## src/rtl/binary_erosion_5x5_stream_defines.svh

```systemverilog
// Assertion helpers used by the top-level erosion module.
`ifndef BINARY_EROSION_5X5_STREAM_DEFINES_SVH
`define BINARY_EROSION_5X5_STREAM_DEFINES_SVH

// Same-cycle implication.
`define BE_ASSERT_IMPL(lbl, clk, rst_n, ante, cons) \
	lbl: assert property (@(posedge clk) disable iff (!rst_n) (ante) |-> (cons)) \
		else $error("erosion block assertion failed");

// Next-cycle implication.
`define BE_ASSERT_NEXT(lbl, clk, rst_n, ante, cons) \
	lbl: assert property (@(posedge clk) disable iff (!rst_n) (ante) |=> (cons)) \
		else $error("erosion block assertion failed");

`endif

```

## src/rtl/bin_ero_line_ram.sv

```systemverilog
`timescale 1ns / 1ps

module bin_ero_line_ram #(
	parameter int DEPTH = 1024,
	parameter int DW    = 4,
	parameter int AW    = $clog2(DEPTH)
) (
	input  logic          clk,
	input  logic          we,
	input  logic [AW-1:0] waddr,
	input  logic [DW-1:0] wdata,
	input  logic          re,
	input  logic [AW-1:0] raddr,
	output logic [DW-1:0] rdata
);

	logic [DW-1:0] mem [DEPTH];
	logic [DW-1:0] rdata_q;

	always_ff @(posedge clk) begin
		if (we) begin
			mem[waddr] <= wdata;
		end
	end

	always_ff @(posedge clk) begin
		if (re) begin
			rdata_q <= mem[raddr];
		end
	end

	assign rdata = rdata_q;

endmodule

```

## config.mk

```make
export PLATFORM = sky130hd
export DESIGN_NAME = bin_ero_line_ram
export DESIGN_NICKNAME = d
export VERILOG_FILES = /design/src/rtl/binary_erosion_5x5_stream_defines.svh /design/src/rtl/bin_ero_line_ram.sv
export SDC_FILE = /design/constraint.sdc
export NUM_CORES = 2
export LEC_CHECK = 0
export BUFFER_PORTS_ARGS = -buffer_cell sky130_fd_sc_hd__buf_2
export CORE_UTILIZATION = 63
export CTS_CLUSTER_DIAMETER = 80
export CTS_CLUSTER_SIZE = 40
export DETAILED_ROUTE_END_ITERATION = 7
export GPL_TIMING_DRIVEN = 0
export PLACE_DENSITY_LB_ADDON = 0.2
export REMOVE_ABC_BUFFERS = 1
export SKIP_LAST_GASP = 1
export SYNTH_ARGS = -nofsm -noshare
export SYNTH_HDL_FRONTEND = slang
export SYNTH_SLANG_ARGS = --single-unit
```

## constraint.sdc

```tcl
create_clock -name clk -period 4.6 [get_ports clk]
set_input_delay 0.92 -clock clk [delete_from_list [all_inputs] [get_ports clk]]
set_output_delay 0.92 -clock clk [all_outputs]
set_load 0.01 [all_outputs]
```

==> results.json <==
{
  "status": "finished, violations left",
  "violations": "capacitance limit, slew limit, setup timing",
  "report.final.slew_viol_count": 15,
  "max-cap-violations": 3,
  "fillers": 15796,
  "detail_route.first_pass.iterations": 8,
  "critical-path-top-delay-family": "simple AND/OR/NAND/NOR gates",
  "place.port_buffers": 30,
  "totalNegativeSetupSlack_ps": -113,
  "cp_slowest_cell": "sky130_fd_sc_hd__nor2b_1",
  "path_class": "input pin to register",
  "cp-end-kind": "register",
  "layout_common_cells": "4100 x sky130_fd_sc_hd__edfxtp_1, 1093 x sky130_fd_sc_hd__nor2_1, 875 x sky130_fd_sc_hd__mux4_2, 461 x sky130_fd_sc_hd__mux2i_1, 168 x sky130_fd_sc_hd__o221ai_1",
  "synthArstFlopShare_pct": 0,
  "p_leak_nw": 52.2,
  "place.gp.congestion": 0.818,
  "cts_hold_repair.buffers": 0,
  "final_common_cell": "sky130_fd_sc_hd__edfxtp_1",
  "final_hold_viol_count": 0,
  "crit_path_start_kind": "input pin",
  "groute.usage.overall_pct": 33.1,
  "drc": 0,
  "cp_num_buf_inv": 1,
  "ff2ff_path_depth": 8,
  "worst_hold_startpoint": "wdata[0]",
  "maximum_fanout_along_the_worst_path": 28,
  "detail_route.iter0.violations": 12961,
  "cts.reportedPaths.clkPinSlew_ps": 130,
  "edff_count_synth": 4100,
  "drtAntennaViolNets": 0,
  "dieHeight_microns": 509,
  "worst_ep_required_time_ps": 5220,
  "syn-cell-area_sq_um": 162000,
  "numClockSinks": 4100,
  "syn_avg_cell_area_sq_um": 19.6,
  "routed_wire_length_per_instance_microns": 36.7,
  "multiInputGateArea_sq_um": 36500,
  "synthCells": 8290,
  "placementRows": 185,
  "finalCritPeriodShare_pct": 101,
  "worst-r2r-setup-slack_ps": 1210,
  "dp.final_hpwl_mm": 252,
  "whs_path_depth": 1,
  "worst_pin_slew_ps": 1570,
  "synth_warnings": 0,
  "setup_viol_count_final": 3,
  "maximum_number_of_buffers_from_clock_root_to_sink": 3,
  "vias_in_the_first_global_route": 82146,
  "placeableCoreArea_sq_um": 255000,
  "routed-via-count": 83103,
  "cts_max_level": 4,
  "insertion_delay_ps": 920,
  "synth_flop_cell": "sky130_fd_sc_hd__edfxtp_1",
  "dieWidth_microns": 509,
  "ys_ff_latch": 4100,
  "cts.root.buffer_cell": "sky130_fd_sc_hd__clkbuf_16",
  "slowest_delay_ps": 1300,
  "globalRouteOverflowTotal": 0,
  "period_minus_slack_ps": 4660,
  "crit-reg2reg-capture": "rdata[2]",
  "timing.critical_path.arrival_ps": 5290,
  "design_power_total_mw": 63.4,
  "grt_setup_unrepaired": "no",
  "vdd.ir_drop.worst_v": 0.000406,
  "nNetsFinal": 8059,
  "maxSlewHeadroom_pct": -4.82,
  "crit_path_cell_trace": "buf_2 > nor2b_1 > nand2_1 > nor4_1 > a31oi_1 > o2111ai_1 > nor3_1 > o41ai_2 > nand3_1",
  "totalWireLength_mm": 423,
  "final.hold.worst_slack_ps": 383,
  "min_to": "mem[927][0]",
  "setup_slack_ps": -61.0,
  "synth_cell_type_count": 75,
  "syn2layout_area_growth_pct": 6.70,
  "critical_path.reg2reg.startpoint": "mem[392][2]",
  "number_of_antenna_violations_at_the_first_check_in_global_routing": 39,
  "maximum_clock_frequency_mhz": 215,
  "timing.clock.skew_ps": 41.6,
  "tritoncts_clock_tree": "done",
  "io_pins": 31,
  "cts_made_buffers": 142,
  "grt_start_max_net_pins": 177,
  "vias_per_cell": 7.21,
  "worst_hold_check_path_type": "input pin to register",
  "die_area_sq_um": 259000,
  "effective_utilization_at_floorplan_pct": 63.6,
  "post_route_cells_drive_above_1_share_pct": 17.6,
  "first_pass_grt_wire_length_mm": 601,
  "register_area_sq_um": 123000,
  "synth_seq_area_share_pct": 75.9,
  "power_density_nw_per_um2": 367
}
## routing by layer
layer	GRT usage, %	wire, microns	up-vias
met3	7.69	53500	807
met1	46.6	151000	43527
met5	0	172	-
li1	-	-	33138
met4	12.8	18100	26
met2	51.0	201000	5605
## cell families (layout without fill, tap and decap cells)
| family | after synthesis | count (layout) | synth area share (%) |
|---|---|---|---|
| buffers and inverters | 597 | 446 | 1.96 |
| multiplexers | 1359 | 1359 | 15.2 |
| AO/OA/AOI/OAI | 674 | 674 | 2.96 |
| AND/OR/NAND/NOR | 1560 | 1561 | 3.99 |
| other | 0 | 20 | 0 |
| flip-flops | 4100 | 4100 | 75.9 |
## area by class of cell
class / count / share of cell area, %
tap: 3366 / 2.43
multi-input combinational: 3594 / 21.1
clock buffer: 157 / 2.17
timing repair buffer: 188 / 2.32
antenna: 20 / 0.0289
clock inverter: 95 / 0.758
inverter: 6 / 0.0239
sequential: 4100 / 71.2
## Yosys cell counts, types with 13 or more instances
library cell	count	share of area, %
sky130_fd_sc_hd__a211oi_1	13	0.060
sky130_fd_sc_hd__a21oi_1	129	0.40
sky130_fd_sc_hd__a221oi_1	29	0.16
sky130_fd_sc_hd__a22oi_1	80	0.37
sky130_fd_sc_hd__buf_1	84	0.19
sky130_fd_sc_hd__buf_2	64	0.20
sky130_fd_sc_hd__buf_4	60	0.28
sky130_fd_sc_hd__buf_6	81	0.56
sky130_fd_sc_hd__clkbuf_1	300	0.69
sky130_fd_sc_hd__edfxtp_1	4100	76
sky130_fd_sc_hd__mux2_2	23	0.16
sky130_fd_sc_hd__mux2i_1	461	2.8
sky130_fd_sc_hd__mux4_2	875	12
sky130_fd_sc_hd__nand2_1	166	0.38
sky130_fd_sc_hd__nand3_1	62	0.19
sky130_fd_sc_hd__nor2_1	1103	2.6
sky130_fd_sc_hd__nor2b_1	15	0.058
sky130_fd_sc_hd__nor3_1	100	0.31
sky130_fd_sc_hd__nor4_1	21	0.081
sky130_fd_sc_hd__o21ai_0	66	0.20
sky130_fd_sc_hd__o221ai_1	168	0.91
sky130_fd_sc_hd__o22ai_1	89	0.34
## registers in the layout, summed over array words and instances, names as in the netlist
register / cells
rdata: 4
mem: 4096
## power by group
| group | switching, mW | internal, mW |
|---|---|---|
| combinational | 2.58 | 1.35 |
| clock | 11.6 | 6.82 |
| sequential | 0.0182 | 41.1 |
| total | 14.2 | 49.2 |
## repair_timing
action / CTS / global route
setup endpoints to repair: 4 / 4
pin swaps: 3 / 1
buffers inserted: 3 / 0
gates resized for setup: 24 / 6
gates cloned: 17 / 3
## metrics by stage
stage / setup WS (ps) / util, % / instances / instance area, sq um
3_3_place_gp: -42420 / 64.0 / 11095 / 163000
4_1_cts: 12.6 / 67.8 / 11502 / 173000
6_report: -61.0 / 67.8 / 11526 / 173000
5_1_grt: 29.3 / 67.8 / 11510 / 173000
3_5_place_dp: -2320 / 65.5 / 11230 / 167000
2_1_floorplan: -1360 / - / 7699 / 159000
## worst max-delay path by stage
stage | from | to | slack (ps) | cells after the start
2_1_floorplan | raddr[2] | rdata[1] | -1360 | 8
3_3_place_gp | raddr[1] | rdata[0] | -42420 | 8
3_5_place_dp | raddr[1] | rdata[1] | -2320 | 14
4_1_cts | raddr[1] | rdata[1] | 10 | 14
5_1_grt | raddr[1] | rdata[1] | 30 | 13
6_report | raddr[7] | rdata[1] | -60 | 9
Power figures use the tool's default switching activity.
