## src/rtl/binary_erosion_5x5_stream_defines.svh

```systemverilog
// Assertion helpers used by the top-level erosion module.
`ifndef BINARY_EROSION_5X5_STREAM_DEFINES_SVH
`define BINARY_EROSION_5X5_STREAM_DEFINES_SVH

// Same-cycle implication.
`define BE_ASSERT_IMPL(lbl, clk, rst_n, ante, cons) \
	lbl: assert property (@(posedge clk) disable iff (!rst_n) (ante) |-> (cons)) \
		else $error("erosion block assertion failed");

// Next-cycle implication.
`define BE_ASSERT_NEXT(lbl, clk, rst_n, ante, cons) \
	lbl: assert property (@(posedge clk) disable iff (!rst_n) (ante) |=> (cons)) \
		else $error("erosion block assertion failed");

`endif

```

## src/rtl/bin_ero_pkg.sv

```systemverilog
`timescale 1ns / 1ps

package bin_ero_pkg;

	localparam int WIN       = 5;
	localparam int RAD       = WIN / 2;
	localparam int AREA      = WIN * WIN;
	localparam int LINE_W    = WIN - 1;
	localparam int CENTER    = RAD * WIN + RAD;
	localparam int DIM_W     = 11;
	localparam int POS_W     = 10;
	localparam int CFG_W     = 25;
	localparam int IDX_W     = 2;

	localparam logic [DIM_W-1:0] DIM_RESET = 11'd1024;

	localparam logic OP_PIXEL = 1'b0;
	localparam logic OP_FLUSH = 1'b1;

	typedef enum logic [IDX_W-1:0] {
		REG_WIDTH   = 2'd0,
		REG_HEIGHT  = 2'd1,
		REG_ELEMENT = 2'd2,
		REG_INVERT  = 2'd3
	} reg_idx_t;

	typedef struct packed {
		logic operation;
		logic pixel_value;
	} in_word_t;

	typedef struct packed {
		logic             out_pixel;
		logic [POS_W-1:0] out_row;
		logic [POS_W-1:0] out_col;
		logic             last_of_frame;
	} out_word_t;

	typedef struct packed {
		logic advance;
		logic pixel;
		logic interior;
	} win_ctl_t;

endpackage

```

## src/rtl/bin_ero_window.sv

```systemverilog
`timescale 1ns / 1ps

module bin_ero_window (
	input  logic                            clk,
	input  logic                            arst_n,
	input  bin_ero_pkg::win_ctl_t           ctl,
	input  logic [bin_ero_pkg::LINE_W-1:0]  line_word,
	input  logic [bin_ero_pkg::AREA-1:0]    element,
	input  logic                            invert,
	output logic [bin_ero_pkg::LINE_W-1:0]  line_next,
	output logic                            keep_pixel
);

	localparam int WIN    = bin_ero_pkg::WIN;
	localparam int AREA   = bin_ero_pkg::AREA;
	localparam int LINE_W = bin_ero_pkg::LINE_W;

	logic [AREA-1:0] window_q;
	logic [AREA-1:0] win_next;
	logic            match;

	always_comb begin
		for (int j = 0; j < WIN; j++) begin
			if (j == WIN - 1) begin
				win_next[j*WIN +: WIN] = {ctl.pixel, window_q[j*WIN+1 +: WIN-1]};
			end else begin
				win_next[j*WIN +: WIN] = {line_word[WIN-2-j], window_q[j*WIN+1 +: WIN-1]};
			end
		end
	end

	assign line_next  = {line_word[LINE_W-2:0], ctl.pixel};
	assign match      = (win_next ^ {AREA{invert}}) == element;
	assign keep_pixel = ctl.interior & match & (win_next[bin_ero_pkg::CENTER] ^ invert);

	always_ff @(posedge clk or negedge arst_n) begin
		if (!arst_n) begin
			window_q <= '0;
		end else if (ctl.advance) begin
			window_q <= win_next;
		end
	end

endmodule

```

## config.mk

```make
export PLATFORM = sky130hd
export DESIGN_NAME = bin_ero_window
export DESIGN_NICKNAME = d
export VERILOG_FILES = /design/src/rtl/binary_erosion_5x5_stream_defines.svh /design/src/rtl/bin_ero_pkg.sv /design/src/rtl/bin_ero_window.sv
export SDC_FILE = /design/constraint.sdc
export NUM_CORES = 1
export LEC_CHECK = 0
export ABC_AREA = 1
export BUFFER_PORTS_ARGS = -buffer_cell sky130_fd_sc_hd__buf_4
export CORE_UTILIZATION = 50
export CTS_BUF_LIST = sky130_fd_sc_hd__clkbuf_16
export DETAILED_ROUTE_END_ITERATION = 10
export PLACE_DENSITY = 0.74
export SLEW_MARGIN = 20
export SYNTH_ARGS = -nofsm -noshare
export SYNTH_HDL_FRONTEND = slang
export SYNTH_SLANG_ARGS = --single-unit
```

## constraint.sdc

```tcl
create_clock -name clk -period 1.5 [get_ports clk]
set_input_delay 0.15 -clock clk [delete_from_list [all_inputs] [get_ports clk]]
set_output_delay 0.15 -clock clk [all_outputs]
set_load 0.01 [all_outputs]
```

==> results.yml, run 1 <==
timing:
  finalCritPeriodShare_pct: 115
  layout_setup_ws_ns: -0.220
  fmax_mhz: 581
  setup_viol: 1
  period_minus_slack_ns: 1.72
  hold_viol: 0
  report.final.slew_viol_count: 0
  max-slew-margin-rel_pct: 75.4
  rsz0062_at_grt: "true"
  fin_skew_ns: 0.00177
  worstMarginPinSlew_ns: 0.368
logic_synthesis:
  synth_area_leader_cell: "dfrtp_1"
  yosysMostFrequentCell: "nand2_1"
  synth_edf_count: 0
  syn-instance-count: 268
  synth_area_mm2: 0.00155
  yosys-top-cells-area: "dfrtp_1, nand2_1, inv_1, nand3_1, o21ai_0"
  yosysUniqueCellTypes: 18
  async_flop_share_pct: 100
  postSynthAreaPerCell_um2: 5.80
  synth-main-ff-cell: "dfrtp_1"
  synth_top_area_share_pct: 32.2
  synth_nets: 303
  ys_warn_count: 0
  ys_ff_latch: 20
  yosysSeqAreaShare_pct: 32.2
  ys_top_cells_by_count: "nand2_1, inv_1, dfrtp_1, nor2_1, nand3_1"
routing:
  first_pass_iters: 8
  wl_per_cell_um: 11.4
  vias: 1648
  ant_nets: 0
  drt_wl_total_mm: 3.83
  vias_per_cell: 4.89
  drc: 6
  drt_iter0_drc: 78
grt:
  grt_pass1_vias: 1489
  track_usage_pct: 25.3
  grt_overflow_total: 0
  grt_pass1_wl_mm: 6.46
  antenna_found_initial: 0
  grt_max_degree: 41
floorplan:
  die-area_mm2: 0.00334
  die_w_um: 57.8
  initial_utilization_pct: 54.5
  core-area_mm2: 0.00285
  ios: 40
  rows: 19
  die_h_um: 57.8
worst_setup_path:
  worstPathArrival_ns: 1.57
  cp-start-kind: "register"
  crit_type: "register to primary output"
  required_ns: 1.35
  critPathMaxFanout: 3
  endpoint_kind: "primary output"
finish:
  reg_top3: "window_q (20)"
  diodes: 0
  num-fill-cells: 245
  fin_util_pct: 69.9
  drive_gt1_share_pct: 20.3
  largest_reg_flops: 20
  stdcell_count: 337
  nNetsFinal: 342
  area_growth_pct: 28.3
  regMostFlops: "window_q"
clock_network:
  clockBufferDepth: 2
  cts_made_buffers: 3
  cts_max_level: 1
  cts_root_buf: "clkbuf_16"
  tritoncts: "built"
  clock_latency_ns: 0.26
  cts.clk_slew.worst_paths_ns: 0.06
  cts_sinks: 20
placement:
  hpwl_mm: 2.77
  port_buffers: 39
  gp_congestion: 0.882
  placedCellCount: 329
power_and_ir_drop:
  peakVddDrop_uv: 551
  powerDensity_mw_per_mm2: 944
  finalPower_mw: 1.88
  power.leakage_nw: 1.18
flow_run:
  cap_violations: 0
outcome:
  violations: "DRC, setup timing"
  status: "finished with violations"
worst_hold_path:
  hold_path.class: "primary input to register"
## through the flow
step	setup TNS, ns	setup WS, ns	hold WS (ns)	area (um2)
3_3_place_gp	-0.0105	-0.0105	0.0520	1830
4_1_cts	-0.161	-0.161	0.135	1960
2_1_floorplan	0	0.200	-0.146	1550
6_report	-0.220	-0.220	0.134	1990
5_1_grt	-0.274	-0.274	0.171	1990
3_5_place_dp	-0.0380	-0.0380	0.0490	1830
## critical path: stages, from the launching register on
cell and delay [ns]:
dfrtp_1 0.39, inv_1 0.08, nand2_1 0.08, nand3b_1 0.11, nand2_1 0.06, nor2_1 0.11
nand2_1 0.08, nor2_1 0.12, nand2_1 0.07, nor2_1 0.10, buf_4 0.12
## cell families after synthesis
logic type             count (synthesis)  share of synthesized area (%)
AO/OA/AOI/OAI                         20                           6.44
XOR/XNOR                               4                           2.25
buffers and inverters                 50                           13.9
flip-flops                            20                           32.2
AND/OR/NAND/NOR                      174                           45.2
## layout make-up
type | instances | area [um2] | share of cell area, %
multi-input combinational | 198 | 860 | 43.1
sequential | 20 | 500 | 25.1
clock inverter | 1 | 30.0 | 1.51
inverter | 38 | 143 | 7.15
timing repair buffer | 46 | 348 | 17.4
clock buffer | 3 | 75.1 | 3.76
tap | 31 | 38.8 | 1.94
## path summary, 6_finish.rpt
check / start / endpoint / slack (ns) / depth (start not counted)
max in group asynchronous: arst_n / window_q[2] / 0.97 / 2
worst max-delay path: window_q[17] / keep_pixel / -0.22 / 10
worst max register to register: window_q[11] / window_q[11] / 0.67 / 3
min in group asynchronous: arst_n / window_q[19] / 0.31 / 2
worst min-delay path: line_word[3] / window_q[4] / 0.13 / 3
worst min register to register: window_q[18] / window_q[17] / 0.52 / 2
## cells in the final DEF (no fill, tap or decap)
cell           synthesis  final
nand2_1              128    124
buf_4                  5     45
inv_1                 37     33
dfrtp_1               20     20
nor2_1                20     18
nand3_1               18     17
o21ai_0               16     16
inv_2                  1      5
nand3b_1               5      5
nand2_2                0      4
a21oi_1                4      4
xnor2_1                3      3
clkbuf_16              0      3
nand4_1                2      2
nor2_2                 0      2
xor2_1                 1      1
or2_4                  0      1
nand3_2                0      1
bufinv_16              0      1
dlygate4sd3_1          0      1
## what timing repair did
item                                    4_1_cts  5_1_grt
hold endpoints to repair                     20        0
buffers inserted                              1        2
endpoints found under the setup margin        1        1
pin swaps                                     3       11
hold buffers                                  1        0
gates resized for setup                       4        8
## power breakdown
group | internal [mW] | total [mW] | switching (mW) | leakage (nW)
combinational | 0.216 | 0.495 | 0.279 | 0.882
clock | 0.530 | 0.738 | 0.208 | 0.0511
sequential | 0.603 | 0.650 | 0.0464 | 0.243
total | 1.35 | 1.88 | 0.533 | 1.18
## metal layers
metal	routed length [um]	vias up	GRT usage (%)
met5	0	-	0
met4	45	0	8.16
met3	201	4	3.79
met2	1660	37	37.9
met1	1930	725	37.6
li1	-	882	-
Power figures use the tool's default switching activity.
==> run 2, diff against run 1 <==
--- a/config.mk
+++ b/config.mk
@@ -6,7 +6,8 @@
 export NUM_CORES = 1
 export LEC_CHECK = 0
 export ABC_AREA = 1
-export BUFFER_PORTS_ARGS = -buffer_cell sky130_fd_sc_hd__buf_4
+export BUFFER_PORTS_ARGS = -buffer_cell sky130_fd_sc_hd__buf_2
+export CORE_ASPECT_RATIO = 0.7
 export CORE_UTILIZATION = 50
 export CTS_BUF_LIST = sky130_fd_sc_hd__clkbuf_16
 export DETAILED_ROUTE_END_ITERATION = 10
==> run 2 against run 1 <==
- the flow finishes with violations (setup timing)
- worst setup slack gained 0.028 ns
- first-iteration DRC count rose by 13%
- global-route usage is 0.43 points lower
- via count is 3.0% higher
==> results.yml, run 2 (synthesized netlist as in run 1, its figures left out) <==
floorplan:
  die_h_um: 48.6
  rows: 16
  ios: 40
  core-area_mm2: 0.00288
  die-area_mm2: 0.00334
  die_w_um: 68.6
  initial_utilization_pct: 53.9
placement:
  placed_cell_area_mm2: 0.00177
  hpwl_mm: 2.75
  gp_congestion: 0.882
  port_buffers: 39
  post-place-ws_ns: -0.0571
timing:
  hold_viol: 0
  finalCritPeriodShare_pct: 113
  finalSetupTns_ns: -0.192
  period_minus_slack_ns: 1.69
  holdWs_ns: 0.136
  rsz0062_at_grt: "true"
  setup_viol: 1
  fmax_mhz: 591
  report.final.slew_viol_count: 0
  layout_setup_ws_ns: -0.192
  worstMarginPinSlew_ns: 0.496
  max-slew-margin-rel_pct: 66.9
  fin_skew_ns: 0.00370
grt:
  grt_overflow_total: 0
  track_usage_pct: 24.9
  antenna_found_initial: 0
  grt_pass1_vias: 1438
  grt_max_degree: 41
  grt_pass1_wl_mm: 6.23
worst_setup_path:
  crit_buf_inv: 1
  cp-start-kind: "register"
  crit_family: "simple AND/OR/NAND/NOR gates"
  slowest_stage: "dfrtp_1"
  endpoint_kind: "primary output"
  crit_type: "register to primary output"
  critPathCapture: "keep_pixel"
  r2r-start: "window_q[11]"
  required_ns: 1.35
  worstPathArrival_ns: 1.54
  r2r_slack_ns: 0.68
  worstPathCellList: "nand2_1 > nand2_1 > nand2_1 > nand2_1 > nor2_2 > nand2_1 > nor2_1 > nand2_1 > nor2_1 > buf_2"
  critPathMaxFanout: 2
  slowest_delay_ns: 0.38
  startpoint: "window_q[12]"
  path_depth: 10
  r2r_end: "window_q[11]"
  reg2reg_depth: 3
  crit_top_cell: "nand2_1"
finish:
  stdcell_area_mm2: 0.00197
  nNetsFinal: 350
  drive_gt1_share_pct: 22.3
  final_cell_mix: "nand2_1, buf_2, inv_1"
  reg_top3: "window_q (20)"
  area_growth_pct: 26.7
  diodes: 0
  regMostFlops: "window_q"
  final_common_cell: "nand2_1"
  num-fill-cells: 268
  largest_reg_flops: 20
clock_network:
  tritoncts: "built"
  cts.clk_slew.worst_paths_ns: 0.06
  cts_made_buffers: 3
  cts_max_level: 1
  cts_root_buf: "clkbuf_16"
  cts_sinks: 20
  clock_latency_ns: 0.25
  clockBufferDepth: 2
power_and_ir_drop:
  p_comb_share_pct: 26.5
  seqPwrFrac_pct: 34.1
  powerDensity_mw_per_mm2: 970
  internal_power_mw: 1.35
  power.leakage_nw: 1.18
  clock_power_share_pct: 39.4
  switching_power_mw: 0.561
  peakVddDrop_uv: 642
  swShare_pct: 29.4
routing:
  vias_per_cell: 4.85
  ant_nets: 0
  drt_iter0_drc: 88
  drt_wl_total_mm: 3.96
  drc: 0
  wl_per_cell_um: 11.3
  vias: 1698
  first_pass_iters: 5
outcome:
  violations: "setup timing"
  status: "finished with violations"
flow_run:
  cap_violations: 0
worst_hold_path:
  hold_start: "ctl[1]"
  hold_path.class: "primary input to register"
run 2: cell count changes in the layout (fill, tap and decap cells not counted), sizes merged:
cell and delta:
buf +8
run 2: cell type report:
cell class	instances	area (um2)	share of cell area, %
clock buffers	3	75.1	3.81
clock inverters	1	30.0	1.53
inverters	38	143	7.25
multi-input cells	198	865	43.9
flip-flops and latches	20	500	25.4
well taps	36	45.0	2.29
repair buffers	54	310	15.8
run 2: routing by layer:
metal	global-route usage, %	wire [um]	vias up
li1	-	-	899
met1	36.9	1950	732
met2	37.1	1650	63
met3	5.66	346	4
met4	3.47	12	0
met5	0	0	-
run 2: through the flow:
| step | power [mW] | utilization [%] | std cells |
|---|---|---|---|
| after floorplan | 0.950 | - | 268 |
| after global placement | 1.09 | 61.2 | 337 |
| after detailed placement | 1.10 | 61.2 | 337 |
| after CTS | 1.86 | 65.6 | 343 |
| after global routing | 2.02 | 68.3 | 350 |
| final | 1.91 | 68.3 | 350 |
run 2: power by group through the flow:
stage                     combinational, mW  clock, mW  sequential [mW]
after floorplan                       0.304          0            0.646
after global placement                0.433          0            0.658
after detailed placement              0.440          0            0.658
after CTS                             0.452      0.762            0.649
after global routing                  0.578      0.779            0.658
final                                 0.506      0.752            0.651
run 2: how the worst min path moves through the flow:
| stage | endpoint | slack [ns] | depth (start not counted) |
|---|---|---|---|
| floorplan | window_q[11] | -0.15 | 0 |
| global placement | window_q[24] | 0.13 | 1 |
| detailed placement | window_q[24] | 0.13 | 1 |
| CTS | window_q[24] | 0.14 | 3 |
| global route | window_q[24] | 0.18 | 3 |
| finish | window_q[24] | 0.14 | 3 |
run 2: what timing repair did:
| item | in CTS | in global routing |
|---|---|---|
| hold buffers | 1 | 0 |
| resized for setup | 2 | 10 |
| endpoints found under the hold margin | 20 | 0 |
| cloned | 0 | 0 |
| pin swaps | 3 | 11 |
| buffers inserted | 1 | 7 |
| setup endpoints to repair | 1 | 1 |
run 2: tightest hold or removal path: stages:
cell and delay (ns):
buf_2 0.11, nand2_1 0.04, o21ai_0 0.05
